===== src/rtl/core/hsl_to_rgb_converter_top_assert.svh =====
// Assertion macros for the HSL to RGB converter.
`ifndef HSL_TO_RGB_CONVERTER_TOP_ASSERT_SVH
`define HSL_TO_RGB_CONVERTER_TOP_ASSERT_SVH
`ifndef ASSERT_OFF
`define HTR_ASSERT_IMP(lbl, clk, rst_n, cond, prop) \
    lbl: assert property (@(posedge clk) disable iff (!rst_n) (cond) |-> (prop)) \
        else $error("htr: same-cycle check failed");
`define HTR_ASSERT_NXT(lbl, clk, rst_n, cond, prop) \
    lbl: assert property (@(posedge clk) disable iff (!rst_n) (cond) |=> (prop)) \
        else $error("htr: next-cycle check failed");
`else
`define HTR_ASSERT_IMP(lbl, clk, rst_n, cond, prop)
`define HTR_ASSERT_NXT(lbl, clk, rst_n, cond, prop)
`endif
`endif


===== src/rtl/core/htr_pkg.sv =====
package htr_pkg;

    localparam int unsigned IN_W  = 16;
    localparam int unsigned OUT_W = 8;

    localparam logic [16:0] FULL_IN  = 17'd65535;
    localparam logic [16:0] TWO_FULL = 17'd131070;

    typedef logic [2:0] t_sector;

    localparam t_sector SEC_R_TO_Y = 3'd0;
    localparam t_sector SEC_Y_TO_G = 3'd1;
    localparam t_sector SEC_G_TO_C = 3'd2;
    localparam t_sector SEC_C_TO_B = 3'd3;
    localparam t_sector SEC_B_TO_M = 3'd4;
    localparam t_sector SEC_M_TO_R = 3'd5;

    typedef struct packed {
        t_sector     sector;
        logic [16:0] bfrac;
    } t_hue_side;

    typedef struct packed {
        logic first;
        logic second;
    } t_pair_en;

endpackage


===== src/rtl/core/htr_if.sv =====
interface htr_in_if;
    logic                     valid;
    logic                     ready;
    logic [htr_pkg::IN_W-1:0] hue;
    logic [htr_pkg::IN_W-1:0] saturation;
    logic [htr_pkg::IN_W-1:0] lightness;

    modport source (output valid, output hue, output saturation, output lightness,
                    input ready);
    modport sink   (input valid, input hue, input saturation, input lightness,
                    output ready);
endinterface

interface htr_out_if;
    logic                      valid;
    logic                      ready;
    logic [htr_pkg::OUT_W-1:0] red;
    logic [htr_pkg::OUT_W-1:0] green;
    logic [htr_pkg::OUT_W-1:0] blue;

    modport source (output valid, output red, output green, output blue, input ready);
    modport sink   (input valid, input red, input green, input blue, output ready);
endinterface


===== src/rtl/core/htr_pre.sv =====
module htr_pre (
    input  logic                     i_clk,
    input  logic                     i_en,
    input  logic [htr_pkg::IN_W-1:0] i_hue,
    input  logic [htr_pkg::IN_W-1:0] i_sat,
    input  logic [htr_pkg::IN_W-1:0] i_light,
    output logic [31:0]              o_prod,
    output logic [htr_pkg::IN_W-1:0] o_light,
    output htr_pkg::t_hue_side       o_side
);
    import htr_pkg::*;

    logic [16:0] twol;
    logic [15:0] amp;
    logic [18:0] h6;
    logic [16:0] tpos;
    t_hue_side   side;

    logic [31:0] r_prod;
    logic [15:0] r_light;
    t_hue_side   r_side;

    always_comb begin
        twol = {i_light, 1'b0};
        if (twol >= FULL_IN) begin
            amp = 16'(TWO_FULL - twol);
        end else begin
            amp = twol[15:0];
        end
        h6   = {1'b0, i_hue, 2'b00} + {2'b00, i_hue, 1'b0};
        tpos = h6[16:0];
        side.sector = h6[18:16];
        if (tpos[16]) begin
            side.bfrac = 17'(18'h20000 - {1'b0, tpos});
        end else begin
            side.bfrac = tpos;
        end
    end

    always_ff @(posedge i_clk) begin
        if (i_en) begin
            r_prod  <= 32'(amp) * 32'(i_sat);
            r_light <= i_light;
            r_side  <= side;
        end
    end

    assign o_prod  = r_prod;
    assign o_light = r_light;
    assign o_side  = r_side;
endmodule


===== src/rtl/core/htr_div.sv =====
module htr_div #(
    parameter int unsigned NUM_W = 40
) (
    input  logic              i_clk,
    input  htr_pkg::t_pair_en i_en,
    input  logic [NUM_W-1:0]  i_num,
    output logic [NUM_W-16:0] o_quo
);
    import htr_pkg::*;

    localparam int unsigned TERMS = (NUM_W + 15) / 16;
    localparam int unsigned QUO_W = NUM_W - 15;
    localparam int unsigned EXT_W = (QUO_W > 17) ? QUO_W : 17;

    // Quotient by 65535 as a sum of shifted copies; it lands on q or q-1.
    logic [NUM_W:0]   sum;
    logic [EXT_W-1:0] est_ext;
    logic [16:0]      rem;
    logic [QUO_W-1:0] n_quo;

    logic [QUO_W-1:0] r_est;
    logic [16:0]      r_lo;
    logic [QUO_W-1:0] r_quo;

    always_comb begin
        sum = '0;
        for (int k = 0; k < TERMS; k++) begin
            sum = sum + (NUM_W + 1)'(i_num >> (16 * k));
        end
    end

    always_comb begin
        est_ext = EXT_W'(r_est);
        rem     = r_lo + est_ext[16:0] - {est_ext[0], 16'h0000};
        n_quo   = r_est + QUO_W'(rem >= FULL_IN);
    end

    always_ff @(posedge i_clk) begin
        if (i_en.first) begin
            r_est <= sum[NUM_W:16];
            r_lo  <= i_num[16:0];
        end
        if (i_en.second) begin
            r_quo <= n_quo;
        end
    end

    assign o_quo = r_quo;
endmodule


===== src/rtl/core/htr_post.sv =====
module htr_post #(
    parameter int unsigned FRAC_W = 16
) (
    input  logic                      i_clk,
    input  htr_pkg::t_pair_en         i_en,
    input  logic [FRAC_W:0]           i_chroma,
    input  logic [FRAC_W:0]           i_light,
    input  htr_pkg::t_hue_side        i_side,
    output logic [htr_pkg::OUT_W-1:0] o_red,
    output logic [htr_pkg::OUT_W-1:0] o_green,
    output logic [htr_pkg::OUT_W-1:0] o_blue
);
    import htr_pkg::*;

    function automatic logic [7:0] chan(input logic [FRAC_W:0] comp,
                                        input logic signed [FRAC_W+1:0] ofs);
        logic signed [FRAC_W+2:0] total;
        logic [FRAC_W+9:0]        scaled;
        logic [9:0]               val;
        total  = $signed({2'b00, comp}) + $signed({ofs[FRAC_W+1], ofs});
        scaled = {total[FRAC_W+1:0], 8'h00} - (FRAC_W + 10)'(total[FRAC_W+1:0]);
        val    = scaled[FRAC_W+9:FRAC_W];
        if (total[FRAC_W+2] || (total == '0)) begin
            chan = 8'h00;
        end else if (val > 10'd255) begin
            chan = 8'hFF;
        end else begin
            chan = val[7:0];
        end
    endfunction

    logic [FRAC_W+17:0]      prod_x;
    logic signed [FRAC_W+1:0] ofs;
    logic [FRAC_W:0]         comp_r;
    logic [FRAC_W:0]         comp_g;
    logic [FRAC_W:0]         comp_b;

    logic [FRAC_W:0]          r_x;
    logic [FRAC_W:0]          r_c;
    logic signed [FRAC_W+1:0] r_m;
    t_sector                  r_sec;
    logic [OUT_W-1:0]         r_red;
    logic [OUT_W-1:0]         r_green;
    logic [OUT_W-1:0]         r_blue;

    always_comb begin
        prod_x = (FRAC_W + 18)'(i_chroma) * (FRAC_W + 18)'(i_side.bfrac);
        ofs    = $signed({1'b0, i_light}) - $signed({2'b00, i_chroma[FRAC_W:1]});
    end

    always_comb begin
        comp_r = '0;
        comp_g = '0;
        comp_b = '0;
        case (r_sec)
            SEC_R_TO_Y: begin
                comp_r = r_c;
                comp_g = r_x;
            end
            SEC_Y_TO_G: begin
                comp_r = r_x;
                comp_g = r_c;
            end
            SEC_G_TO_C: begin
                comp_g = r_c;
                comp_b = r_x;
            end
            SEC_C_TO_B: begin
                comp_g = r_x;
                comp_b = r_c;
            end
            SEC_B_TO_M: begin
                comp_r = r_x;
                comp_b = r_c;
            end
            default: begin
                comp_r = r_c;
                comp_b = r_x;
            end
        endcase
    end

    always_ff @(posedge i_clk) begin
        if (i_en.first) begin
            r_x   <= prod_x[FRAC_W+16:16];
            r_c   <= i_chroma;
            r_m   <= ofs;
            r_sec <= i_side.sector;
        end
        if (i_en.second) begin
            r_red   <= chan(comp_r, r_m);
            r_green <= chan(comp_g, r_m);
            r_blue  <= chan(comp_b, r_m);
        end
    end

    assign o_red   = r_red;
    assign o_green = r_green;
    assign o_blue  = r_blue;
endmodule


===== src/rtl/core/hsl_to_rgb_converter_top.sv =====
// An accepted input item passes the pre stage, the divider estimate and correction stages and the post stages.
// Throughput: one item per clock while the sink is ready; each stage moves up when its successor frees.
// The depth is set by the two chained divide-by-65535 units behind the chroma
// multiplier, each an estimate stage and a correction stage.
// Reset is synchronous and active low; it clears the stage valid bits only.
`include "hsl_to_rgb_converter_top_assert.svh"

module hsl_to_rgb_converter_top #(
    parameter int unsigned FRACTION_BITS = 16
) (
    input  logic       i_clk,
    input  logic       i_rst_n,
    htr_in_if.sink     i_pix,
    htr_out_if.source  o_pix
);
    import htr_pkg::*;

    localparam int unsigned STAGES = 7;
    localparam int unsigned DIV1_W = 32 + FRACTION_BITS;
    localparam int unsigned DIV2_W = DIV1_W - 15;
    localparam int unsigned LF_W   = 16 + FRACTION_BITS;

    logic [STAGES-1:0] r_vld;
    logic [STAGES-1:0] n_vld;
    logic [STAGES-1:0] stage_en;

    logic [31:0]           prod;
    logic [IN_W-1:0]       light_s1;
    t_hue_side             side_s1;
    logic [IN_W-1:0]       r_light [0:1];
    t_hue_side             r_side [0:3];
    logic [DIV2_W-1:0]     quo1;
    logic [DIV2_W-16:0]    quo2;
    logic [LF_W-16:0]      light_frac;

    t_pair_en en_div1;
    t_pair_en en_div2;
    t_pair_en en_post;

    always_comb begin
        stage_en[STAGES-1] = !r_vld[STAGES-1] || o_pix.ready;
        for (int i = STAGES - 2; i >= 0; i--) begin
            stage_en[i] = !r_vld[i] || stage_en[i+1];
        end
        n_vld = r_vld;
        if (stage_en[0]) begin
            n_vld[0] = i_pix.valid;
        end
        for (int i = 1; i < STAGES; i++) begin
            if (stage_en[i]) begin
                n_vld[i] = r_vld[i-1];
            end
        end
    end

    always_ff @(posedge i_clk) begin
        if (!i_rst_n) begin
            r_vld <= '0;
        end else begin
            r_vld <= n_vld;
        end
    end

    assign i_pix.ready = stage_en[0];
    assign o_pix.valid = r_vld[STAGES-1];

    assign en_div1 = '{first: stage_en[1], second: stage_en[2]};
    assign en_div2 = '{first: stage_en[3], second: stage_en[4]};
    assign en_post = '{first: stage_en[5], second: stage_en[6]};

    htr_pre u_pre (
        .i_clk   (i_clk),
        .i_en    (stage_en[0]),
        .i_hue   (i_pix.hue),
        .i_sat   (i_pix.saturation),
        .i_light (i_pix.lightness),
        .o_prod  (prod),
        .o_light (light_s1),
        .o_side  (side_s1)
    );

    always_ff @(posedge i_clk) begin
        if (stage_en[1]) begin
            r_light[0] <= light_s1;
            r_side[0]  <= side_s1;
        end
        if (stage_en[2]) begin
            r_light[1] <= r_light[0];
        end
        for (int i = 1; i < 4; i++) begin
            if (stage_en[i+1]) begin
                r_side[i] <= r_side[i-1];
            end
        end
    end

    htr_div #(.NUM_W(DIV1_W)) u_div_scale (
        .i_clk (i_clk),
        .i_en  (en_div1),
        .i_num ({prod, {FRACTION_BITS{1'b0}}}),
        .o_quo (quo1)
    );

    htr_div #(.NUM_W(DIV2_W)) u_div_chroma (
        .i_clk (i_clk),
        .i_en  (en_div2),
        .i_num (quo1),
        .o_quo (quo2)
    );

    htr_div #(.NUM_W(LF_W)) u_div_light (
        .i_clk (i_clk),
        .i_en  (en_div2),
        .i_num ({r_light[1], {FRACTION_BITS{1'b0}}}),
        .o_quo (light_frac)
    );

    htr_post #(.FRAC_W(FRACTION_BITS)) u_post (
        .i_clk    (i_clk),
        .i_en     (en_post),
        .i_chroma (quo2[FRACTION_BITS:0]),
        .i_light  (light_frac),
        .i_side   (r_side[3]),
        .o_red    (o_pix.red),
        .o_green  (o_pix.green),
        .o_blue   (o_pix.blue)
    );

    `HTR_ASSERT_IMP(a_in_block_needs_full_head, i_clk, i_rst_n, !i_pix.ready, r_vld[0])
    `HTR_ASSERT_IMP(a_sink_ready_opens_input, i_clk, i_rst_n, o_pix.ready, i_pix.ready)
    `HTR_ASSERT_NXT(a_mid_stage_holds, i_clk, i_rst_n, r_vld[3] && !stage_en[3], r_vld[3])
endmodule


===== src/flat_wrapper.sv =====
// flat-port wrapper written by rule: the top's interface ports become plain ports
module hsl_to_rgb_converter_top_flat import htr_pkg::*;
#(
    parameter int unsigned FRACTION_BITS = 16
)
  (i_clk, i_rst_n, i_pix_valid, i_pix_hue, i_pix_saturation, i_pix_lightness, i_pix_ready, o_pix_valid, o_pix_red, o_pix_green, o_pix_blue, o_pix_ready);
  htr_in_if i_pix_i ();
  htr_out_if o_pix_i ();
  input  logic i_clk;
  input  logic i_rst_n;
  input wire logic [$bits(i_pix_i.valid)-1:0] i_pix_valid;
  input wire logic [$bits(i_pix_i.hue)-1:0] i_pix_hue;
  input wire logic [$bits(i_pix_i.saturation)-1:0] i_pix_saturation;
  input wire logic [$bits(i_pix_i.lightness)-1:0] i_pix_lightness;
  output wire logic [$bits(i_pix_i.ready)-1:0] i_pix_ready;
  output wire logic [$bits(o_pix_i.valid)-1:0] o_pix_valid;
  output wire logic [$bits(o_pix_i.red)-1:0] o_pix_red;
  output wire logic [$bits(o_pix_i.green)-1:0] o_pix_green;
  output wire logic [$bits(o_pix_i.blue)-1:0] o_pix_blue;
  input wire logic [$bits(o_pix_i.ready)-1:0] o_pix_ready;
  assign i_pix_i.valid = i_pix_valid;
  assign i_pix_i.hue = i_pix_hue;
  assign i_pix_i.saturation = i_pix_saturation;
  assign i_pix_i.lightness = i_pix_lightness;
  assign i_pix_ready = i_pix_i.ready;
  assign o_pix_valid = o_pix_i.valid;
  assign o_pix_red = o_pix_i.red;
  assign o_pix_green = o_pix_i.green;
  assign o_pix_blue = o_pix_i.blue;
  assign o_pix_i.ready = o_pix_ready;
  hsl_to_rgb_converter_top #(.FRACTION_BITS(FRACTION_BITS)) u_core (.i_clk(i_clk), .i_rst_n(i_rst_n), .i_pix(i_pix_i), .o_pix(o_pix_i));
endmodule

===== config.mk =====
export PLATFORM = sky130hd
export DESIGN_NAME = hsl_to_rgb_converter_top_flat
export DESIGN_NICKNAME = d
export VERILOG_FILES = /design/src/rtl/core/htr_pkg.sv /design/src/rtl/core/htr_if.sv /design/src/rtl/core/htr_pre.sv /design/src/rtl/core/htr_div.sv /design/src/rtl/core/htr_post.sv /design/src/rtl/core/hsl_to_rgb_converter_top.sv /design/src/flat_wrapper.sv
export VERILOG_INCLUDE_DIRS = /design/src /design/src/rtl/core
export SDC_FILE = /design/constraint.sdc
export NUM_CORES = 2
export LEC_CHECK = 0
export BUFFER_PORTS_ARGS = -buffer_cell sky130_fd_sc_hd__clkbuf_2
export CORE_UTILIZATION = 55
export DETAILED_ROUTE_END_ITERATION = 12
export PLACE_DENSITY = 0.73
export SLEW_MARGIN = 20
export SYNTH_ARGS = -nofsm -noshare
export SYNTH_HDL_FRONTEND = slang
export SYNTH_SLANG_ARGS = --single-unit

===== constraint.sdc =====
create_clock -name i_clk -period 14.86 [get_ports i_clk]
set_clock_uncertainty 0.1 [all_clocks]
set_input_delay 3.715 -clock i_clk [delete_from_list [all_inputs] [get_ports i_clk]]
set_output_delay 3.715 -clock i_clk [all_outputs]
set_load 0.05 [all_outputs]

==> flow_summary.json <==
{
  "place_hpwl_um": 69570,
  "rows": 98,
  "ff2ff_setup_slack_ns": 7.32,
  "synth_xor_area_share_pct": 6.110,
  "drt_iter0_markers": 1892,
  "synthMuxAreaShare_pct": 0.1274,
  "route.detailed.drc": 0,
  "crit_family": "adder cells",
  "grt_pass1_wl_um": 145400,
  "finalCritPeriodShare_pct": 71.51,
  "nNetsFinal": 4961,
  "max_freq_mhz": 94.11,
  "critPathLaunchType": "primary input",
  "cp_data_required_time_ns": 15.08,
  "top_usage_layer": "met2",
  "synth-seq-cells": 409,
  "area_delta_synth_final_pct": 7.341,
  "synth_fa_ha_area_share_pct": 32.73,
  "min_path_cells": 0,
  "rsz0062_at_grt": "no",
  "clk_path_buf_depth": 3,
  "die_y_um": 272.6,
  "cts_buffers": 45,
  "syn_area_per_cell_um2": 9.992,
  "postLayoutSetupSlackWorst_ns": 4.234,
  "gp_congestion": 0.9307,
  "layout_min_cycle_time_ns": 10.63,
  "hold_start": "u_core.r_side[2][17]",
  "cts.sinks": 409,
  "die_w_um": 272.6,
  "crit_path_max_incr_delay_ns": 0.66,
  "synth_top_family_by_area": "adder cells",
  "rr_startpoint": "u_core.u_div_chroma.o_quo[7]",
  "dp_slack_ns": 3.642,
  "grt_pass1_vias": 28710,
  "crit_top_cell": "fa_1",
  "num_io_pins": 78,
  "grt_start_max_net_pins": 70,
  "grt_use_met3_pct": 3.444,
  "hold_ws_ns": 0.3154,
  "initial_utilization_pct": 55.96,
  "cts.htree.levels": 2,
  "hold_viol": 0,
  "drtPass1Iterations": 6,
  "placement.io_buffers": 77,
  "clk-insertion-delay-late_ns": 0.58,
  "hold_class": "reg2reg",
  "antenna_cells": 0,
  "critPathBufInv": 6,
  "whs_endpoint": "u_core.r_side[3][17]",
  "max_cap_violations": 0,
  "core_um2": 71980,
  "path_clk_slew_ns": 0.06,
  "critPathKind": "in2reg",
  "r2r_end": "u_core.u_post.r_x[16]",
  "synthDistinctLibCells": 79,
  "postCtsHoldBufs": 0,
  "num-fill-cells": 5906,
  "synth.net_count": 4902,
  "syn_area_um2": 40280,
  "synthCells": 4031,
  "synth_edf_count": 402,
  "wl_per_cell_um": 17.52,
  "cp.arrival_ns": 10.85,
  "grt_usage_pct": 24.50,
  "ant_nets": 0,
  "die_area_um2": 74320,
  "r2r_cells": 22,
  "use_met2_pct": 42.13,
  "cts_tree": "yes",
  "maxSlewViolCount": 0,
  "final_area_um2": 43230,
  "synth-simple-area-share_pct": 14.18,
  "num_vias": 28247,
  "critPathCaptureType": "flop",
  "vias_per_cell": 5.566,
  "multi_input_comb_area_um2": 25340,
  "dpl_cell_area_um2": 41770,
  "synth_compound_area_share_pct": 9.698,
  "tightest_slew_ns": 1.041,
  "setup_viol": 0,
  "gr-usage-met1_pct": 31.96,
  "cp_max_fo": 16,
  "outcome": "completed",
  "yosysWarnings": 0,
  "cp_slowest_cell": "xor2_2",
  "grt-ovfl-total": 0,
  "async_flop_share_pct": 0,
  "slew_headroom_pct": 30.44,
  "seqCellArea_um2": 12210,
  "cts_root_buf": "clkbuf_16",
  "ctsResizeCount": 0,
  "drive_gt1_share_pct": 5.576,
  "synth_seq_area_share_pct": 30.32,
  "routed_wl_um": 88910,
  "synth_ff_type": "edfxtp_1",
  "grt_antenna_before_repair": 1,
  "cp_cell_sequence": "clkbuf_2 > xor2_2 > nand2_1 > fa_1 > inv_1 > fa_1 > inv_1 > fa_1 > inv_1 > fa_1 > inv_1 > fa_1 > inv_1 > fa_1 > ha_1 > a211o_1 > or3_1 > o21ai_0 > nor3_1 > o41a_1 > a21o_1 > o41ai_1 > xnor2_1",
  "postCtsSetupRepairBufs": 0,
  "tns_ns": 0
}
## cell usage after synthesis (7+ instances only)
library cell,count,share of area [%]
inv_1,627,5.8
nand2_1,521,4.9
ha_1,428,13
edfxtp_1,402,30
fa_1,391,19
and2_1,205,3.2
xnor2_1,204,4.4
a21oi_1,179,2.2
nor2_1,157,1.5
clkbuf_1,102,0.95
o21ai_0,102,1.3
xor2_1,77,1.7
a21o_1,68,1.3
nand3_1,65,0.81
nor3_1,55,0.68
o21a_1,39,0.73
nand4_1,35,0.54
nor2b_1,33,0.51
and3_1,29,0.45
o21bai_1,25,0.47
nand2b_1,21,0.33
o31ai_1,21,0.39
a211oi_1,19,0.35
a22o_1,17,0.37
a31oi_1,14,0.22
or2_2,13,0.20
and4_1,10,0.22
o211ai_1,10,0.19
or3_1,10,0.16
a21boi_0,9,0.17
nor3b_1,8,0.15
nor4_1,8,0.12
dfxtp_1,7,0.35
## placed cells by master, fill, tap and decap left out, types with 33 or more instances in the layout
master / instances
nor2_1: 156
a21o_1: 68
nor2b_1: 33
o21a_1: 39
o21ai_0: 102
xnor2_1: 204
buf_4: 39
a21oi_1: 179
xor2_1: 76
clkbuf_2: 77
edfxtp_1: 402
clkbuf_16: 45
and2_1: 205
ha_1: 428
inv_1: 624
nand4_1: 35
nand3_1: 65
fa_1: 391
nand2_1: 518
nor3_1: 55
## metrics by stage
| stage | utilization [%] | instances |
|---|---|---|
| 4_1_cts | 60.05 | 5075 |
| 5_1_grt | 60.07 | 5075 |
| 2_1_floorplan | - | 4031 |
| 3_3_place_gp | 58.02 | 4993 |
| 3_5_place_dp | 58.03 | 4993 |
| 6_report | 60.07 | 5075 |
## routing by layer
layer  routed length (µm)  vias up
met5                    0        -
met4                 2683        0
met3                 4945      167
met2                43570      794
met1                37700    13760
li1                     -    13526
## area by class of cell
cell class | count | area share, %
Tap cell | 950 | 2.749
Sequential cell | 409 | 28.25
Timing Repair Buffer | 116 | 1.569
Clock inverter | 30 | 0.7119
Multi-Input combinational cell | 2891 | 58.62
Clock buffer | 52 | 2.665
Inverter | 627 | 5.444
## how the worst max path moves through the flow
stage / cells after the start / slack, ns / to / start
2_1_floorplan: 23 / 3.85 / u_core.u_pre.o_prod[30] / i_pix_lightness[15]
3_3_place_gp: 23 / 3.44 / u_core.u_pre.o_prod[30] / i_pix_lightness[15]
3_5_place_dp: 23 / 3.64 / u_core.u_pre.o_prod[30] / i_pix_lightness[15]
4_1_cts: 23 / 4.28 / u_core.u_pre.o_prod[30] / i_pix_lightness[15]
5_1_grt: 23 / 3.94 / u_core.u_pre.o_prod[30] / i_pix_lightness[15]
6_report: 23 / 4.23 / u_core.u_pre.o_prod[30] / i_pix_lightness[15]
## sequential cells by signal, indices dropped and copies added, names as in the netlist
signal and flops:
u_core.r_side 76, u_core.r_light 32, u_core.u_post.r_sec 3, u_core.u_div_chroma.r_lo 17, u_core.u_pre.o_side 19, u_core.u_div_light.est_ext 16, u_core.u_post.r_c 17, u_core.u_div_scale.o_quo 33
u_core.u_pre.o_light 16, u_core.u_post.o_blue 8, u_core.u_post.r_m 18, u_core.u_post.r_x 17, u_core.u_div_chroma.o_quo 17, u_core.u_post.o_green 8, u_core.u_div_light.o_quo 17, u_core.u_pre.o_prod 31
u_core.u_div_scale.est_ext 32, u_core.u_post.o_red 8, u_core.r_vld 7, u_core.u_div_chroma.est_ext 17
## kinds of logic (layout without fill, tap and decap cells)
| family | Yosys count | count (layout) |
|---|---|---|
| xor+xnor | 281 | 281 |
| simple gates | 1192 | 1192 |
| buf+inv | 731 | 825 |
| mux | 5 | 5 |
| compound gates | 594 | 594 |
| flops | 409 | 409 |
| fa+ha+maj | 819 | 819 |
Power is left out: the tool's default activity adds up to more than one toggle a clock period on the data nets, which glitch-free logic cannot reach.
